==> config.mk <==
export PLATFORM = sky130hd
export DESIGN_NAME = relative_path_validator_unit
export DESIGN_NICKNAME = d
export VERILOG_FILES = /design/src/rpv_pkg.sv /design/src/relative_path_validator_unit.sv /design/src/rpv_char_class.sv /design/src/rpv_path_check.sv
export VERILOG_INCLUDE_DIRS = /design/src /design/src/src
export SDC_FILE = /design/constraint.sdc
export NUM_CORES = 1
export LEC_CHECK = 0
export ABC_AREA = 1
export BUFFER_PORTS_ARGS = -buffer_cell sky130_fd_sc_hd__buf_4
export CAP_MARGIN = 30
export CORE_ASPECT_RATIO = 2
export CORE_MARGIN = 3
export CORE_UTILIZATION = 55
export CTS_CLUSTER_DIAMETER = 40
export CTS_CLUSTER_SIZE = 30
export DETAILED_ROUTE_END_ITERATION = 16
export GPL_TIMING_DRIVEN = 0
export PLACE_DENSITY = 0.77
export SYNTH_ARGS = -nofsm -noshare
export SYNTH_HDL_FRONTEND = slang
export SYNTH_SLANG_ARGS = --single-unit
==> constraint.sdc <==
create_clock -name i_clk -period 2.55 [get_ports i_clk]
set_clock_uncertainty 0.2 [all_clocks]
set_input_delay 0.1275 -clock i_clk [delete_from_list [all_inputs] [get_ports i_clk]]
set_output_delay 0.1275 -clock i_clk [all_outputs]
set_load 0.01 [all_outputs]
==> src/relative_path_validator_unit_defines.svh <==
// assertion macros shared by the path validator rtl
`ifndef RELATIVE_PATH_VALIDATOR_UNIT_DEFINES_SVH
`define RELATIVE_PATH_VALIDATOR_UNIT_DEFINES_SVH

`ifndef SYNTHESIS
// same-cycle implication, checked outside reset
`define RPV_ASSERT_IMP(lbl, clk, rst_n, ante, cons) \
    lbl: assert property (@(posedge clk) disable iff (!rst_n) (ante) |-> (cons)) \
        else $error("rpv assertion failed");
// next-cycle implication, checked outside reset
`define RPV_ASSERT_NXT(lbl, clk, rst_n, ante, cons) \
    lbl: assert property (@(posedge clk) disable iff (!rst_n) (ante) |=> (cons)) \
        else $error("rpv assertion failed");
`else
`define RPV_ASSERT_IMP(lbl, clk, rst_n, ante, cons)
`define RPV_ASSERT_NXT(lbl, clk, rst_n, ante, cons)
`endif

`endif

==> src/rpv_pkg.sv <==
`timescale 1ns / 1ps

package rpv_pkg;

    localparam int PATH_BYTES_DEF = 128;
    localparam int LEN_W          = 7;
    localparam int LEN_MAX        = 127;

    localparam logic [7:0] CH_NUL   = 8'h00;
    localparam logic [7:0] CH_SPACE = 8'h20;
    localparam logic [7:0] CH_SLASH = 8'h2f;
    localparam logic [7:0] CH_DOT   = 8'h2e;
    localparam logic [7:0] CH_UNDER = 8'h5f;
    localparam logic [7:0] CH_DASH  = 8'h2d;
    localparam logic [7:0] CH_COLON = 8'h3a;

    typedef enum logic [2:0] {
        ST_OK        = 3'd0,
        ST_BAD_START = 3'd1,
        ST_BAD_CHAR  = 3'd2,
        ST_BAD_SEG   = 3'd3,
        ST_BAD_END   = 3'd4
    } t_status;

    typedef struct packed {
        logic is_nul;
        logic is_slash;
        logic is_dot;
        logic allowed;
    } t_char_class;

endpackage

==> src/relative_path_validator_unit.sv <==
`timescale 1ns / 1ps
`include "relative_path_validator_unit_defines.svh"

// relative path validator: takes one path byte per beat on i_ch, a zero byte
// ends the path; one result beat (o_status, o_byte_count) comes out for each
// path, at the terminator or at byte PATH_BYTES when no terminator came in time.
// a byte is taken every cycle while the output side keeps up; the last byte of a
// path is captured in the input register, and its result then goes from the check
// logic into the output register, raising o_valid, once that output register is
// free to take it (a stalled result held there delays it). o_stall rises only when the input
// register holds a byte and the output register holds a result that is being
// stalled. status codes: 0 ok, 1 bad start or empty path, 2 bad character,
// 3 empty or ".." inner segment, 4 too long or bad last segment; o_byte_count
// is the byte count (capped at 127) for an ok path and zero otherwise

module relative_path_validator_unit #(
    parameter int PATH_BYTES = rpv_pkg::PATH_BYTES_DEF
) (
    input  logic                      i_clk,
    input  logic                      i_rst_n,
    // byte input channel
    input  logic                      i_valid,
    output logic                      o_stall,
    input  logic [7:0]                i_ch,
    // result channel
    output logic                      o_valid,
    input  logic                      i_stall,
    output logic [2:0]                o_status,
    output logic [rpv_pkg::LEN_W-1:0] o_byte_count
);

    // input register
    logic                      r_in_valid, n_in_valid;
    logic [7:0]                r_in_ch;

    // output register
    logic                      r_out_valid, n_out_valid;
    rpv_pkg::t_status          r_out_status;
    logic [rpv_pkg::LEN_W-1:0] r_out_len;

    logic                      in_accept;
    logic                      out_free;   // output register can take a new result
    logic                      fire;       // the buffered byte is processed this cycle

    rpv_pkg::t_char_class      ch_class;
    logic                      res_valid;
    rpv_pkg::t_status          res_status;
    logic [rpv_pkg::LEN_W-1:0] res_len;

    // handshake and flow control
    always_comb begin
        out_free  = !r_out_valid || !i_stall;
        fire      = r_in_valid && out_free;
        o_stall   = r_in_valid && !out_free;
        in_accept = i_valid && !o_stall;
    end

    always_comb begin
        n_in_valid = r_in_valid;
        if (in_accept) begin
            n_in_valid = 1'b1;
        end else if (fire) begin
            n_in_valid = 1'b0;
        end
    end

    always_comb begin
        n_out_valid = r_out_valid;
        if (fire && res_valid) begin
            n_out_valid = 1'b1;
        end else if (out_free) begin
            // current result handed off (or none was held)
            n_out_valid = 1'b0;
        end
    end

    always_ff @(posedge i_clk) begin
        if (!i_rst_n) begin
            r_in_valid  <= 1'b0;
            r_out_valid <= 1'b0;
        end else begin
            r_in_valid  <= n_in_valid;
            r_out_valid <= n_out_valid;
        end
    end

    // payload registers, no reset needed
    always_ff @(posedge i_clk) begin
        if (in_accept) begin
            r_in_ch <= i_ch;
        end
        if (fire && res_valid) begin
            r_out_status <= res_status;
            r_out_len    <= res_len;
        end
    end

    // byte classification
    rpv_char_class u_char_class (
        .i_ch    (r_in_ch),
        .o_class (ch_class)
    );

    // per-path state and result decision
    rpv_path_check #(
        .PATH_BYTES (PATH_BYTES)
    ) u_path_check (
        .i_clk         (i_clk),
        .i_rst_n       (i_rst_n),
        .i_fire        (fire),
        .i_class       (ch_class),
        .o_res_valid   (res_valid),
        .o_status      (res_status),
        .o_byte_count  (res_len)
    );

    assign o_valid       = r_out_valid;
    assign o_status      = r_out_status;
    assign o_byte_count  = r_out_len;

    `RPV_ASSERT_IMP(a_stall_cause, i_clk, i_rst_n, o_stall,
        r_in_valid && r_out_valid && i_stall)
    `RPV_ASSERT_IMP(a_len_zero_on_error, i_clk, i_rst_n,
        o_valid && (r_out_status != rpv_pkg::ST_OK), o_byte_count == '0)
    `RPV_ASSERT_IMP(a_ok_path_nonempty, i_clk, i_rst_n,
        o_valid && (r_out_status == rpv_pkg::ST_OK), o_byte_count != '0)
    `RPV_ASSERT_NXT(a_result_from_fire, i_clk, i_rst_n, !o_valid && !fire, !o_valid)

endmodule

==> src/rpv_char_class.sv <==
`timescale 1ns / 1ps

module rpv_char_class (
    input  logic [7:0]          i_ch,
    output rpv_pkg::t_char_class o_class
);

    logic is_lower;
    logic is_upper;
    logic is_digit;
    logic is_punct;

    always_comb begin
        is_lower = (i_ch >= 8'h61) && (i_ch <= 8'h7a);
        is_upper = (i_ch >= 8'h41) && (i_ch <= 8'h5a);
        is_digit = (i_ch >= 8'h30) && (i_ch <= 8'h39);
        is_punct = (i_ch == rpv_pkg::CH_SLASH) || (i_ch == rpv_pkg::CH_DOT) ||
                   (i_ch == rpv_pkg::CH_UNDER) || (i_ch == rpv_pkg::CH_DASH);

        o_class.is_nul   = (i_ch == rpv_pkg::CH_NUL);
        o_class.is_slash = (i_ch == rpv_pkg::CH_SLASH);
        o_class.is_dot   = (i_ch == rpv_pkg::CH_DOT);
        o_class.allowed  = (i_ch >= rpv_pkg::CH_SPACE) && (i_ch != rpv_pkg::CH_COLON) &&
                           (is_lower || is_upper || is_digit || is_punct);
    end

endmodule

==> src/rpv_path_check.sv <==
`timescale 1ns / 1ps
`include "relative_path_validator_unit_defines.svh"

module rpv_path_check #(
    parameter int PATH_BYTES = rpv_pkg::PATH_BYTES_DEF
) (
    input  logic                        i_clk,
    input  logic                        i_rst_n,
    input  logic                        i_fire,
    input  rpv_pkg::t_char_class        i_class,
    output logic                        o_res_valid,
    output rpv_pkg::t_status            o_status,
    output logic [rpv_pkg::LEN_W-1:0]   o_byte_count
);

    localparam int PosW = $clog2(PATH_BYTES);

    logic [PosW-1:0]  r_pos, n_pos;
    logic [1:0]       r_seg_len, n_seg_len;   // saturates at 3: only 0 and 2 matter
    logic [1:0]       r_seg_dots, n_seg_dots;
    rpv_pkg::t_status r_err, n_err;

    logic             seg_bad;
    logic [PosW:0]    pos_inc;
    logic             at_limit;
    rpv_pkg::t_status err_byte;

    always_comb begin
        seg_bad  = (r_seg_len == 2'd0) || ((r_seg_len == 2'd2) && (r_seg_dots == 2'd2));
        pos_inc  = {1'b0, r_pos} + {{PosW{1'b0}}, 1'b1};
        at_limit = (pos_inc == (PosW+1)'(PATH_BYTES));

        // first error wins
        err_byte = r_err;
        if (r_err == rpv_pkg::ST_OK) begin
            priority if ((r_pos == '0) && (i_class.is_slash || i_class.is_dot)) begin
                err_byte = rpv_pkg::ST_BAD_START;
            end else if (!i_class.allowed) begin
                err_byte = rpv_pkg::ST_BAD_CHAR;
            end else if (i_class.is_slash && seg_bad) begin
                err_byte = rpv_pkg::ST_BAD_SEG;
            end
        end
    end

    always_comb begin
        n_pos         = r_pos;
        n_seg_len     = r_seg_len;
        n_seg_dots    = r_seg_dots;
        n_err         = r_err;
        o_res_valid   = 1'b0;
        o_status      = rpv_pkg::ST_OK;
        o_byte_count  = '0;
        if (i_fire) begin
            if (i_class.is_nul) begin
                o_res_valid = 1'b1;
                priority if (r_pos == '0) begin
                    o_status = rpv_pkg::ST_BAD_START;
                end else if (r_err != rpv_pkg::ST_OK) begin
                    o_status = r_err;
                end else if (seg_bad) begin
                    o_status = rpv_pkg::ST_BAD_END;
                end else begin
                    o_status = rpv_pkg::ST_OK;
                end
                if (o_status == rpv_pkg::ST_OK) begin
                    o_byte_count = (9'(r_pos) > 9'(rpv_pkg::LEN_MAX)) ?
                                   rpv_pkg::LEN_W'(rpv_pkg::LEN_MAX) :
                                   rpv_pkg::LEN_W'(r_pos);
                end
                n_pos      = '0;
                n_seg_len  = '0;
                n_seg_dots = '0;
                n_err      = rpv_pkg::ST_OK;
            end else if (at_limit) begin
                o_res_valid = 1'b1;
                o_status    = (err_byte != rpv_pkg::ST_OK) ? err_byte : rpv_pkg::ST_BAD_END;
                n_pos       = '0;
                n_seg_len   = '0;
                n_seg_dots  = '0;
                n_err       = rpv_pkg::ST_OK;
            end else begin
                n_pos = pos_inc[PosW-1:0];
                n_err = err_byte;
                if (i_class.is_slash) begin
                    n_seg_len  = '0;
                    n_seg_dots = '0;
                end else begin
                    if (r_seg_len != 2'd3) begin
                        n_seg_len = r_seg_len + 2'd1;
                    end
                    if (i_class.is_dot && (r_seg_dots != 2'd3)) begin
                        n_seg_dots = r_seg_dots + 2'd1;
                    end
                end
            end
        end
    end

    always_ff @(posedge i_clk) begin
        if (!i_rst_n) begin
            r_pos      <= '0;
            r_seg_len  <= '0;
            r_seg_dots <= '0;
            r_err      <= rpv_pkg::ST_OK;
        end else begin
            r_pos      <= n_pos;
            r_seg_len  <= n_seg_len;
            r_seg_dots <= n_seg_dots;
            r_err      <= n_err;
        end
    end

    `RPV_ASSERT_NXT(a_clear_after_result, i_clk, i_rst_n, o_res_valid,
        (r_pos == '0) && (r_err == rpv_pkg::ST_OK))
    `RPV_ASSERT_IMP(a_pos_in_range, i_clk, i_rst_n, 1'b1,
        ({1'b0, r_pos} < (PosW+1)'(PATH_BYTES)))
    `RPV_ASSERT_IMP(a_fresh_path_clean, i_clk, i_rst_n, r_pos == '0,
        (r_err == rpv_pkg::ST_OK) && (r_seg_len == 2'd0) && (r_seg_dots == 2'd0))

endmodule

Word level (Yosys, flattened, before mapping)
Cells that the tools add are included.
{ "totals": {"ff_bits": 34, "input_bits": 12, "out_inout_bits": 12, "elab_cells": 99} }
{ "classes": {"n_addsub": 3, "n_lt_le_gt_ge": 7, "eq_ne": 10, "mux": 31, "n_reduce_logical": 39} }
{ "ops": {"columns": ["op", "n"], "rows": [
  ["$mux W3", 14],
  ["$eq A8 B6 Y1 const B", 3],
  ["$ge A8 B6 Y1 const B", 2],
  ["$ge A8 B7 Y1 const B", 2],
  ["$le A8 B7 Y1 const B", 2],
  ["$mux W2", 8],
  ["$mux W7", 2],
  ["$logic_and A1 B1 Y1", 13],
  ["$add A7 B1 Y8 const B", 1],
  ["$eq A8 B7 Y1 const B", 1],
  ["$eq A8 B8 Y1 const B", 1],
  ["$le A8 B6 Y1 const B", 1],
  ["$logic_not A8 Y1", 1],
  ["$logic_or A1 B1 Y1", 8],
  ["$ne A8 B6 Y1 const B", 1],
  ["$reduce_bool A4 Y1", 2],
  ["$logic_not A7 Y1", 1],
  ["$mux W1", 7],
  ["$logic_not A3 Y1", 2],
  ["$reduce_bool A3 Y1", 2],
  ["$add A2 B1 Y2 const B", 2],
  ["$eq A2 B2 Y1 const B", 2],
  ["$logic_not A1 Y1", 4],
  ["$ne A2 B2 Y1 const B", 2],
  ["4 further kinds", 6]
]} }

Logic depth before layout (Yosys ltp)
Gate-level depths: netlist of run 1.
{ "logic_depth": {"ltp_word": 13, "mapped_depth": 12, "ltp_nobuf": 12} }

Cells and area by module
Synthesis of run 1 repeated with hierarchy kept, for this count alone.
{ "hier_totals": {"hier_cells": 259, "hier_area_um2": 1938.1} }
{ "modules_own_cells": {"columns": ["mod", "n_inst", "cells_each", "area_each_um2", "seq_area_each_um2"], "rows": [
  ["rpv_path_check", 1, 169, 1052.3, 280.3],
  ["relative_path_validator_unit", 1, 35, 646.9, 580.6],
  ["rpv_char_class", 1, 55, 239.0, 0.0]
]} }

Worst setup path after synthesis of run 1
Ideal clock, no wire load.
{ "synth_path": {"path_kind": "register to register", "startpoint": "reg u_path_check.r_pos[1]", "endpoint": "reg u_path_check.r_seg_dots[1]", "t_arrival_ns": 1.530, "t_required_ns": 2.233, "slack_ns": 0.703, "path_stages_with_launch": 13, "path_buffers": 0, "period_less_slack_ns": 1.847, "cell_sequence": "dfxtp_1 -> ha_1 -> nand3_2 -> nor3_2 -> nand2_2 -> a21oi_4 -> inv_2 -> nand2_2 -> inv_1 -> nand2_1 -> o21ai_2 -> inv_1 -> nor2_2"} }
{ "synth_via": {"elab_chain_cells": 4, "elab_cells_between_ends": 6} }
{ "synth_lines": {"columns": ["element", "line_no", "text"], "rows": [
  ["start, declared", "rpv_path_check.sv:18", "logic [PosW-1:0] r_pos, n_pos;"],
  ["start signal, assigned", "rpv_path_check.sv:107", "r_pos <= n_pos;"],
  ["$add A7 B1 Y8 *", "rpv_path_check.sv:30", "pos_inc = {1'b0, r_pos} + {{PosW{1'b0}}, 1'b1};"],
  ["$eq A8 B8 Y1 *", "rpv_path_check.sv:31", "at_limit = (pos_inc == (PosW+1)'(PATH_BYTES));"],
  ["$reduce_bool A4 Y1 (no line) / $mux W2 (equally long branches)", null, null],
  ["$reduce_and A2 Y1 (no line) / $mux W2 (equally long branches)", null, null],
  ["end signal, assigned", "rpv_path_check.sv:109", "r_seg_dots <= n_seg_dots;"],
  ["end, declared", "rpv_path_check.sv:20", "logic [1:0] r_seg_dots, n_seg_dots;"]
]} }
Mark *: on every way between the ends. The rest lies on a longest branch, timed or not.
A chain may end at the register's enable or synchronous reset.

Worst setup path after layout of run 1
{ "layout_path": {"startpoint": "reg u_path_check.r_seg_len[0]", "endpoint": "reg r_out_len (netlist bit o_byte_count[0]), data pin"} }
{ "layout_via": {"elab_chain_cells": 10, "elab_cells_between_ends": 11} }
{ "layout_lines": {"columns": ["element", "line_no", "text"], "rows": [
  ["start, declared", "rpv_path_check.sv:19", "logic [1:0] r_seg_len, n_seg_len;"],
  ["start signal, assigned", "rpv_path_check.sv:108", "r_seg_len <= n_seg_len;"],
  ["$eq A2 B2 Y1", "rpv_path_check.sv:29", "seg_bad = (r_seg_len == 2'd0) || ((r_seg_len == 2'd2) && (r_seg_dots == 2'd2));"],
  ["$logic_and A1 B1 Y1", "rpv_path_check.sv:29", null],
  ["$logic_or A1 B1 Y1 *", "rpv_path_check.sv:29", null],
  ["$mux W3 *", "rpv_path_check.sv:61", "end else if (seg_bad) begin"],
  ["$mux W3 *", "rpv_path_check.sv:59", "end else if (r_err != rpv_pkg::ST_OK) begin"],
  ["$mux W3 *", "rpv_path_check.sv:57", "priority if (r_pos == '0) begin"],
  ["$mux W3 *", "rpv_path_check.sv:55", "if (i_class.is_nul) begin"],
  ["$mux W3 *", "rpv_path_check.sv:54", "if (i_fire) begin"],
  ["$logic_not A3 Y1 *", "rpv_path_check.sv:66", "if (o_status == rpv_pkg::ST_OK) begin"],
  ["$reduce_and A3 Y1 (no line) *", null, null],
  ["end signal, assigned", "relative_path_validator_unit.sv:94", "r_out_len <= res_len;"],
  ["end, declared", "relative_path_validator_unit.sv:39", "logic [rpv_pkg::LEN_W-1:0] r_out_len;"]
]} }
Mark *: on every way between the ends. The rest lies on a longest branch, timed or not. The select of a mux whose other input is x is not followed.

==> impl_metrics.ini, run 1 <==
[finish]
mostFrequentLayoutCell = nand2_1
syn_to_final_growth_pct = 24.59
nets = 257
final_cell_mix = nand2_1 (37), inv_1 (31), nor2_1 (26)
antennaDiodeCount = 0
fillerInstances = 230
drive_above_1_share = 0.1715

[pwr]
total_power_w = 0.001102
intPower_w = 0.0008469
combinationalPowerShare = 0.089
switching_share = 0.2316
leakagePower_nw = 0.8688
p_seq_frac = 0.543
ir_worst_vdd_uv = 432.2
switchingPower_w = 0.0002553
clockPowerShare = 0.368
powerDensity_nw_per_um2 = 530.0

[min_path]
hp-class = reg -> reg
whs_path_depth = 2

[critical_path]
crit_fanout = 7
reg2reg_slack_ns = 0.27
worstSetupPathType = reg -> reg
cp.arrival_ns = 2.22
cp-start-kind = flop
worstPathRequired_ns = 2.49
reg2reg_depth = 8
end_kind = flop

[timing]
min_period_ns = 2.280
finalCritPeriodShare = 0.8942
tightest_slew_ns = 0.4373
maxSlewViolCount = 0
hold_viol = 0
grt_setup_unrepaired = no
relSlewSlack = 0.7058
setup-tns-final_ns = 0
finalSetupViolations = 0
max_freq_mhz = 438.6

[floorplanning]
start_util = 0.5882
dieArea_sq_um = 3772
die_x_um = 44.96
num_rows = 27
core_area_sq_um = 2838
die_y_um = 83.91
ios = 24

[clock_tree]
path_clk_slew_ns = 0.07
clock_path_buffers = 2
post-cts-setup-buffers = 0
cts_tree = yes
cts_root_buffer = clkbuf_8
clock_latency_ns = 0.29
cts_sinks = 34
h-tree-depth = 2
cts-buffers-inserted = 5

[route]
final_antenna_net_count = 0
vias_per_cell = 5.537
route.detailed.drc = 0
dr.pass1.iters = 4
routedWlPerCell_um = 14.65
drt_iter0_drc = 32
vias = 1484
routed_wl_um = 3925

[global_routing]
grt_use_met3 = 0.05400
antenna_found_initial = 0
grt_usage = 0.2296
grt.met1_usage = 0.2047
grt_use_met2 = 0.4393
grt_max_degree = 13
grt.busiest_layer = met2
grt_overflow = 0
grt_pass1_wl_um = 6451
grt_pass1_vias = 1553

[logic_synthesis]
synth_top_family_by_area = simple AND/OR/NAND/NOR gates
netlist_instances = 197
avgSynthCellArea_sq_um = 8.473
synthAdderAreaFrac = 0.05247
synth_area_leaders = edfxtp_1 (32%), dfxtp_1 (19%), nand2_1 (8.3%), inv_1 (7.0%), nor2_1 (5.8%)
syn_area_sq_um = 1669
ys_types = 23
ys_seq_area_frac = 0.5157
yosysTopAreaCell = edfxtp_1
muxShareOfSynthArea = 0
post_synth_and_or_nand_nor_area_fraction = 0.2376
synth_seq_cells = 34
synth_compound_area_frac = 0.09145
synth.yosys.warnings = 0
yosys.area.top_type_share = 0.3238
synth-xor-area-share = 0.02624
synth_nets = 216

[place]
port_buffers = 23
gp_congestion = 0.9796
hpwlAfterDp_um = 2752

[status]
status = complete, no violations

[job]
maxCapViolations = 0
[synth_stat cells]
cell type / instances
dfxtp_1: 16
nand2_2: 3
ha_1: 7
clkinv_1: 1
nand3_2: 1
nor3_2: 1
nor3_1: 6
xor2_1: 5
inv_2: 2
nor4_1: 1
inv_1: 31
edfxtp_1: 18
nand3_1: 12
nand2_1: 37
a21oi_4: 1
a21oi_1: 14
a211oi_1: 2
nand4_1: 2
o21ai_2: 1
nor2_1: 26
o21ai_0: 7
a21o_1: 1
nor2_2: 2
[sequential cells by signal, indices dropped and copies added, names as in the netlist]
signal,cells
o_valid,1
o_status,3
u_path_check.r_pos,7
u_path_check.r_err,3
u_path_check.r_seg_dots,2
r_in_valid,1
u_path_check.r_seg_len,2
o_byte_count,7
r_in_ch,8
[area by class of cell]
cell class,instances,area [sq um],share of cell area
inverters,34,127.6,0.06137
repair buffers,34,282.8,0.1360
well taps,29,36.28,0.01745
clock buffers,7,86.33,0.04152
multi-input cells,129,680.7,0.3273
flip-flops and latches,34,860.8,0.4140
clock inverters,1,5.005,0.002407
[cells by family after synthesis]
logic type,after synthesis
XOR/XNOR,5
flip-flops,34
adder cells (fa/ha/maj),7
AO/OA/AOI/OAI,26
buffers and inverters,34
AND/OR/NAND/NOR,91
[critical path, stage by stage, from the launching register on]
cell and delay (ns):
dfxtp_1 0.40, inv_1 0.08, ha_1 0.19, a21o_1 0.21, o21ai_0 0.17, a21oi_1 0.08
nor4_1 0.35, nand2_1 0.27, nor2_1 0.17
[metal layers]
| metal | vias to the layer above | part of all wire |
|---|---|---|
| met5 | - | 0 |
| met3 | 9 | 0.042 |
| li1 | 721 | - |
| met2 | 48 | 0.60 |
| met1 | 706 | 0.34 |
| met4 | 0 | 0.020 |
[path summary, 6_finish.rpt]
| kind | from | to |
|---|---|---|
| worst max-delay path | u_path_check.r_seg_len[0] | o_byte_count[0] |
| worst max register to register | u_path_check.r_seg_len[0] | o_byte_count[0] |
| worst min register to register | u_path_check.r_err[2] | u_path_check.r_err[2] |
| worst min-delay path | u_path_check.r_err[2] | u_path_check.r_err[2] |
[per-stage QoR]
stage	cells	setup slack, ns	utilization	cell area, sq um	hold slack, ns
2_1_floorplan	197	0.7032	-	1669	0.02637
3_3_place_gp	249	0.5141	0.6618	1878	0.1057
3_5_place_dp	249	0.3912	0.6618	1878	0.1068
4_1_cts	268	0.3591	0.7328	2079	0.3023
5_1_grt	268	0.1981	0.7328	2079	0.3284
6_report	268	0.2699	0.7328	2079	0.3002
[power groups by stage]
stage | Sequential (W) | Combinational (W) | Clock, W
after floorplan | 0.000607 | 0.0000528 | 0
after global placement | 0.000609 | 0.0000765 | 0
after detailed placement | 0.000610 | 0.0000806 | 0
after CTS | 0.000598 | 0.0000943 | 0.000406
after global routing | 0.000600 | 0.000109 | 0.000433
final | 0.000599 | 0.0000979 | 0.000406
[what timing repair did]
| action | CTS | global route |
|---|---|---|
| gates resized for setup | 0 | 0 |
| hold buffers | 11 | 0 |
| endpoints found under the hold margin | 12 | 0 |
Note: power is estimated with default switching activity, not from simulation.
==> run 2: changes to the inputs <==
--- a/config.mk
+++ b/config.mk
@@ -6,7 +6,7 @@
 export SDC_FILE = /design/constraint.sdc
 export NUM_CORES = 1
 export LEC_CHECK = 0
-export ABC_AREA = 1
+export ABC_CLOCK_PERIOD_IN_PS = 2540
 export BUFFER_PORTS_ARGS = -buffer_cell sky130_fd_sc_hd__buf_4
 export CAP_MARGIN = 30
 export CORE_ASPECT_RATIO = 2
==> constraint.sdc (replaced) <==
create_clock -name i_clk -period 2.54 [get_ports i_clk]
set_clock_uncertainty 0.2 [all_clocks]
set_input_delay 0.127 -clock i_clk [delete_from_list [all_inputs] [get_ports i_clk]]
set_output_delay 0.127 -clock i_clk [all_outputs]
set_load 0.01 [all_outputs]
==> run 2 against run 1 <==
Against the previous run: setup slack worse by 0.20 ns; first-iteration DRC count is 75% higher; clock power up 2%; maximum frequency down 7.7%; sequential power rose by 3%; via count down 2.4%; sequential share of layout area is 0.15 points lower.
==> impl_metrics.ini, run 2 <==
[status]
status = complete, no violations

[clock_tree]
h-tree-depth = 2
cts-buffers-inserted = 5
clock_path_buffers = 2
cts_root_buffer = clkbuf_8
cts_sinks = 34
clock_latency_ns = 0.29
cts_tree = yes
path_clk_slew_ns = 0.07

[floorplanning]
die_y_um = 83.62
num_rows = 27
start_util = 0.5908
ios = 24
dieArea_sq_um = 3746
die_x_um = 44.81
core_area_sq_um = 2804

[timing]
finalCritPeriodShare = 0.9730
tightest_slew_ns = 0.6762
max_freq_mhz = 404.6
relSlewSlack = 0.5376
hold_viol = 0
min_period_ns = 2.471
finalSetupViolations = 0
maxSlewViolCount = 0
fin_hold_ws_ns = 0.05304

[logic_synthesis]
synth.most_common_cell = edfxtp_1
ys_types = 41
yosys-top-cells-count = edfxtp_1 (18), dfxtp_1 (16), nand2_1 (15), nor2_1 (15), a21oi_1 (13)
avgSynthCellArea_sq_um = 10.29
ys_seq_area_frac = 0.5196
synth_nets = 180
synth_seq_cells = 34
syn_area_sq_um = 1657
async_flop_share = 0
yosysTopAreaCell = edfxtp_1
synth_area_leaders = edfxtp_1 (33%), dfxtp_1 (19%), ha_1 (5.3%), a21oi_1 (3.9%), nand2_1 (3.4%)
synth.yosys.warnings = 0
yosys.area.top_type_share = 0.3263
synth_edf_count = 18
synth_flop_cell = edfxtp_1
netlist_instances = 161

[route]
dr.pass1.iters = 4
vias_per_cell = 6.188
vias = 1448
route.detailed.drc = 0
drt_iter0_drc = 56
final_antenna_net_count = 0
routed_wl_um = 3872
routedWlPerCell_um = 16.55

[global_routing]
grt_max_degree = 12
antenna_found_initial = 0
grt_pass1_wl_um = 6030
grt_overflow = 0
grt_pass1_vias = 1446
grt_usage = 0.2190

[pwr]
ir_worst_vdd_uv = 454.8
leakagePower_nw = 0.8345
powerDensity_nw_per_um2 = 538.8

[critical_path]
end_kind = flop
cp-start-kind = flop
worstPathRequired_ns = 2.36
worstSetupPathType = reg -> reg
cp.arrival_ns = 2.29
crit_fanout = 5

[finish]
final_cell_mix = buf_4 (26), edfxtp_1 (18), dfxtp_1 (16)
nets = 223
fillerInstances = 208
antennaDiodeCount = 0
final_cell_count_no_fill = 234
largest_register_ffs = 8
mostFrequentLayoutCell = buf_4
drive_above_1_share = 0.2195
finalInstanceArea_sq_um = 2087
largest_register = r_in_ch
syn_to_final_growth_pct = 25.98

[place]
hpwlAfterDp_um = 2755
gp_congestion = 0.9264
dp_cells = 212
port_buffers = 22
place_area_sq_um = 1858

[min_path]
hp-class = in -> reg

[job]
maxCapViolations = 0
-- run 2: changes by cell type in the layout (fill, tap and decap cells not counted), sizes merged, moves of 3 or more --
cell and delta:
and2 +8, nand4b +3, nand3 -11, buf +3, nor2 -13, inv -25
nand2 -25, o22ai +3, and3 +6
-- run 2: final cells by class --
class | instances | area [sq um] | area share
Buffer | 2 | 7.507 | 0.003597
Tap cell | 29 | 36.28 | 0.01739
Sequential cell | 34 | 860.8 | 0.4125
Clock buffer | 6 | 82.58 | 0.03957
Multi-Input combinational cell | 116 | 758.2 | 0.3633
Clock inverter | 2 | 12.51 | 0.005995
Inverter | 9 | 33.78 | 0.01619
Timing Repair Buffer | 36 | 295.3 | 0.1415
-- run 2: power breakdown --
part	internal, W	switching [W]	leakage [nW]
combinational	0.0000461	0.0000495	0.477
sequential	0.000593	0.0000209	0.310
clock	0.000217	0.000197	0.0472
total	0.000857	0.000268	0.835
-- run 2: worst paths after layout --
check,from,end,slack [ns],cells after the start
setup / recovery,r_in_ch[1],o_status[2],0.07,5
hold / removal,i_rst_n,u_path_check.r_seg_dots[1],0.05,3
setup reg to reg,r_in_ch[1],o_status[2],0.07,5
hold reg to reg,u_path_check.r_seg_dots[1],u_path_check.r_seg_dots[1],0.29,2
-- run 2: routing by layer --
metal  vias to the layer above  routed length [um]  global-route usage
li1                        675                   -                   -
met1                       695                1261              0.1797
met2                        59                2215              0.4102
met3                        19                 212             0.04320
met4                         0                 182              0.1573
met5                         -                   0                   0
-- run 2: cell families after synthesis --
logic type	after synthesis	synth area share
AOI/OAI and AO/OA	35	0.1284
xor gates and xnor gates	3	0.01586
adders and majority gates	7	0.05287
buffers and inverters	11	0.02492
DFF	34	0.5196
muxes	1	0.006043
and+or+nand+nor	70	0.2523
-- run 2: timing repair --
action	4_1_cts	5_1_grt
gates cloned	0	0
setup buffers	0	4
setup endpoints to repair	11	19
endpoints found under the hold margin	10	0
hold buffers	10	0
resized for setup	2	1
pin swaps	1	1
-- run 2: critical path, cell delays in order, from the launching register on --
cell      delay, ns
edfxtp_1       0.45
or4_4          0.61
or3_2          0.52
and3_1         0.23
nand2_1        0.07
o221ai_1       0.13
-- run 2: metrics by stage --
stage | setup TNS [ns] | utilization | setup WS [ns] | power, W
finish | 0 | 0.7443 | 0.06853 | 0.001124
global route | -0.01551 | 0.7443 | -0.01551 | 0.001166
CTS | 0 | 0.7323 | 0.001118 | 0.001127
detailed placement | -3.474 | 0.6627 | -0.4016 | 0.0007029
global placement | -3.431 | 0.6627 | -0.4092 | 0.0006977
floorplan | 0 | - | 0.1482 | 0.0006725
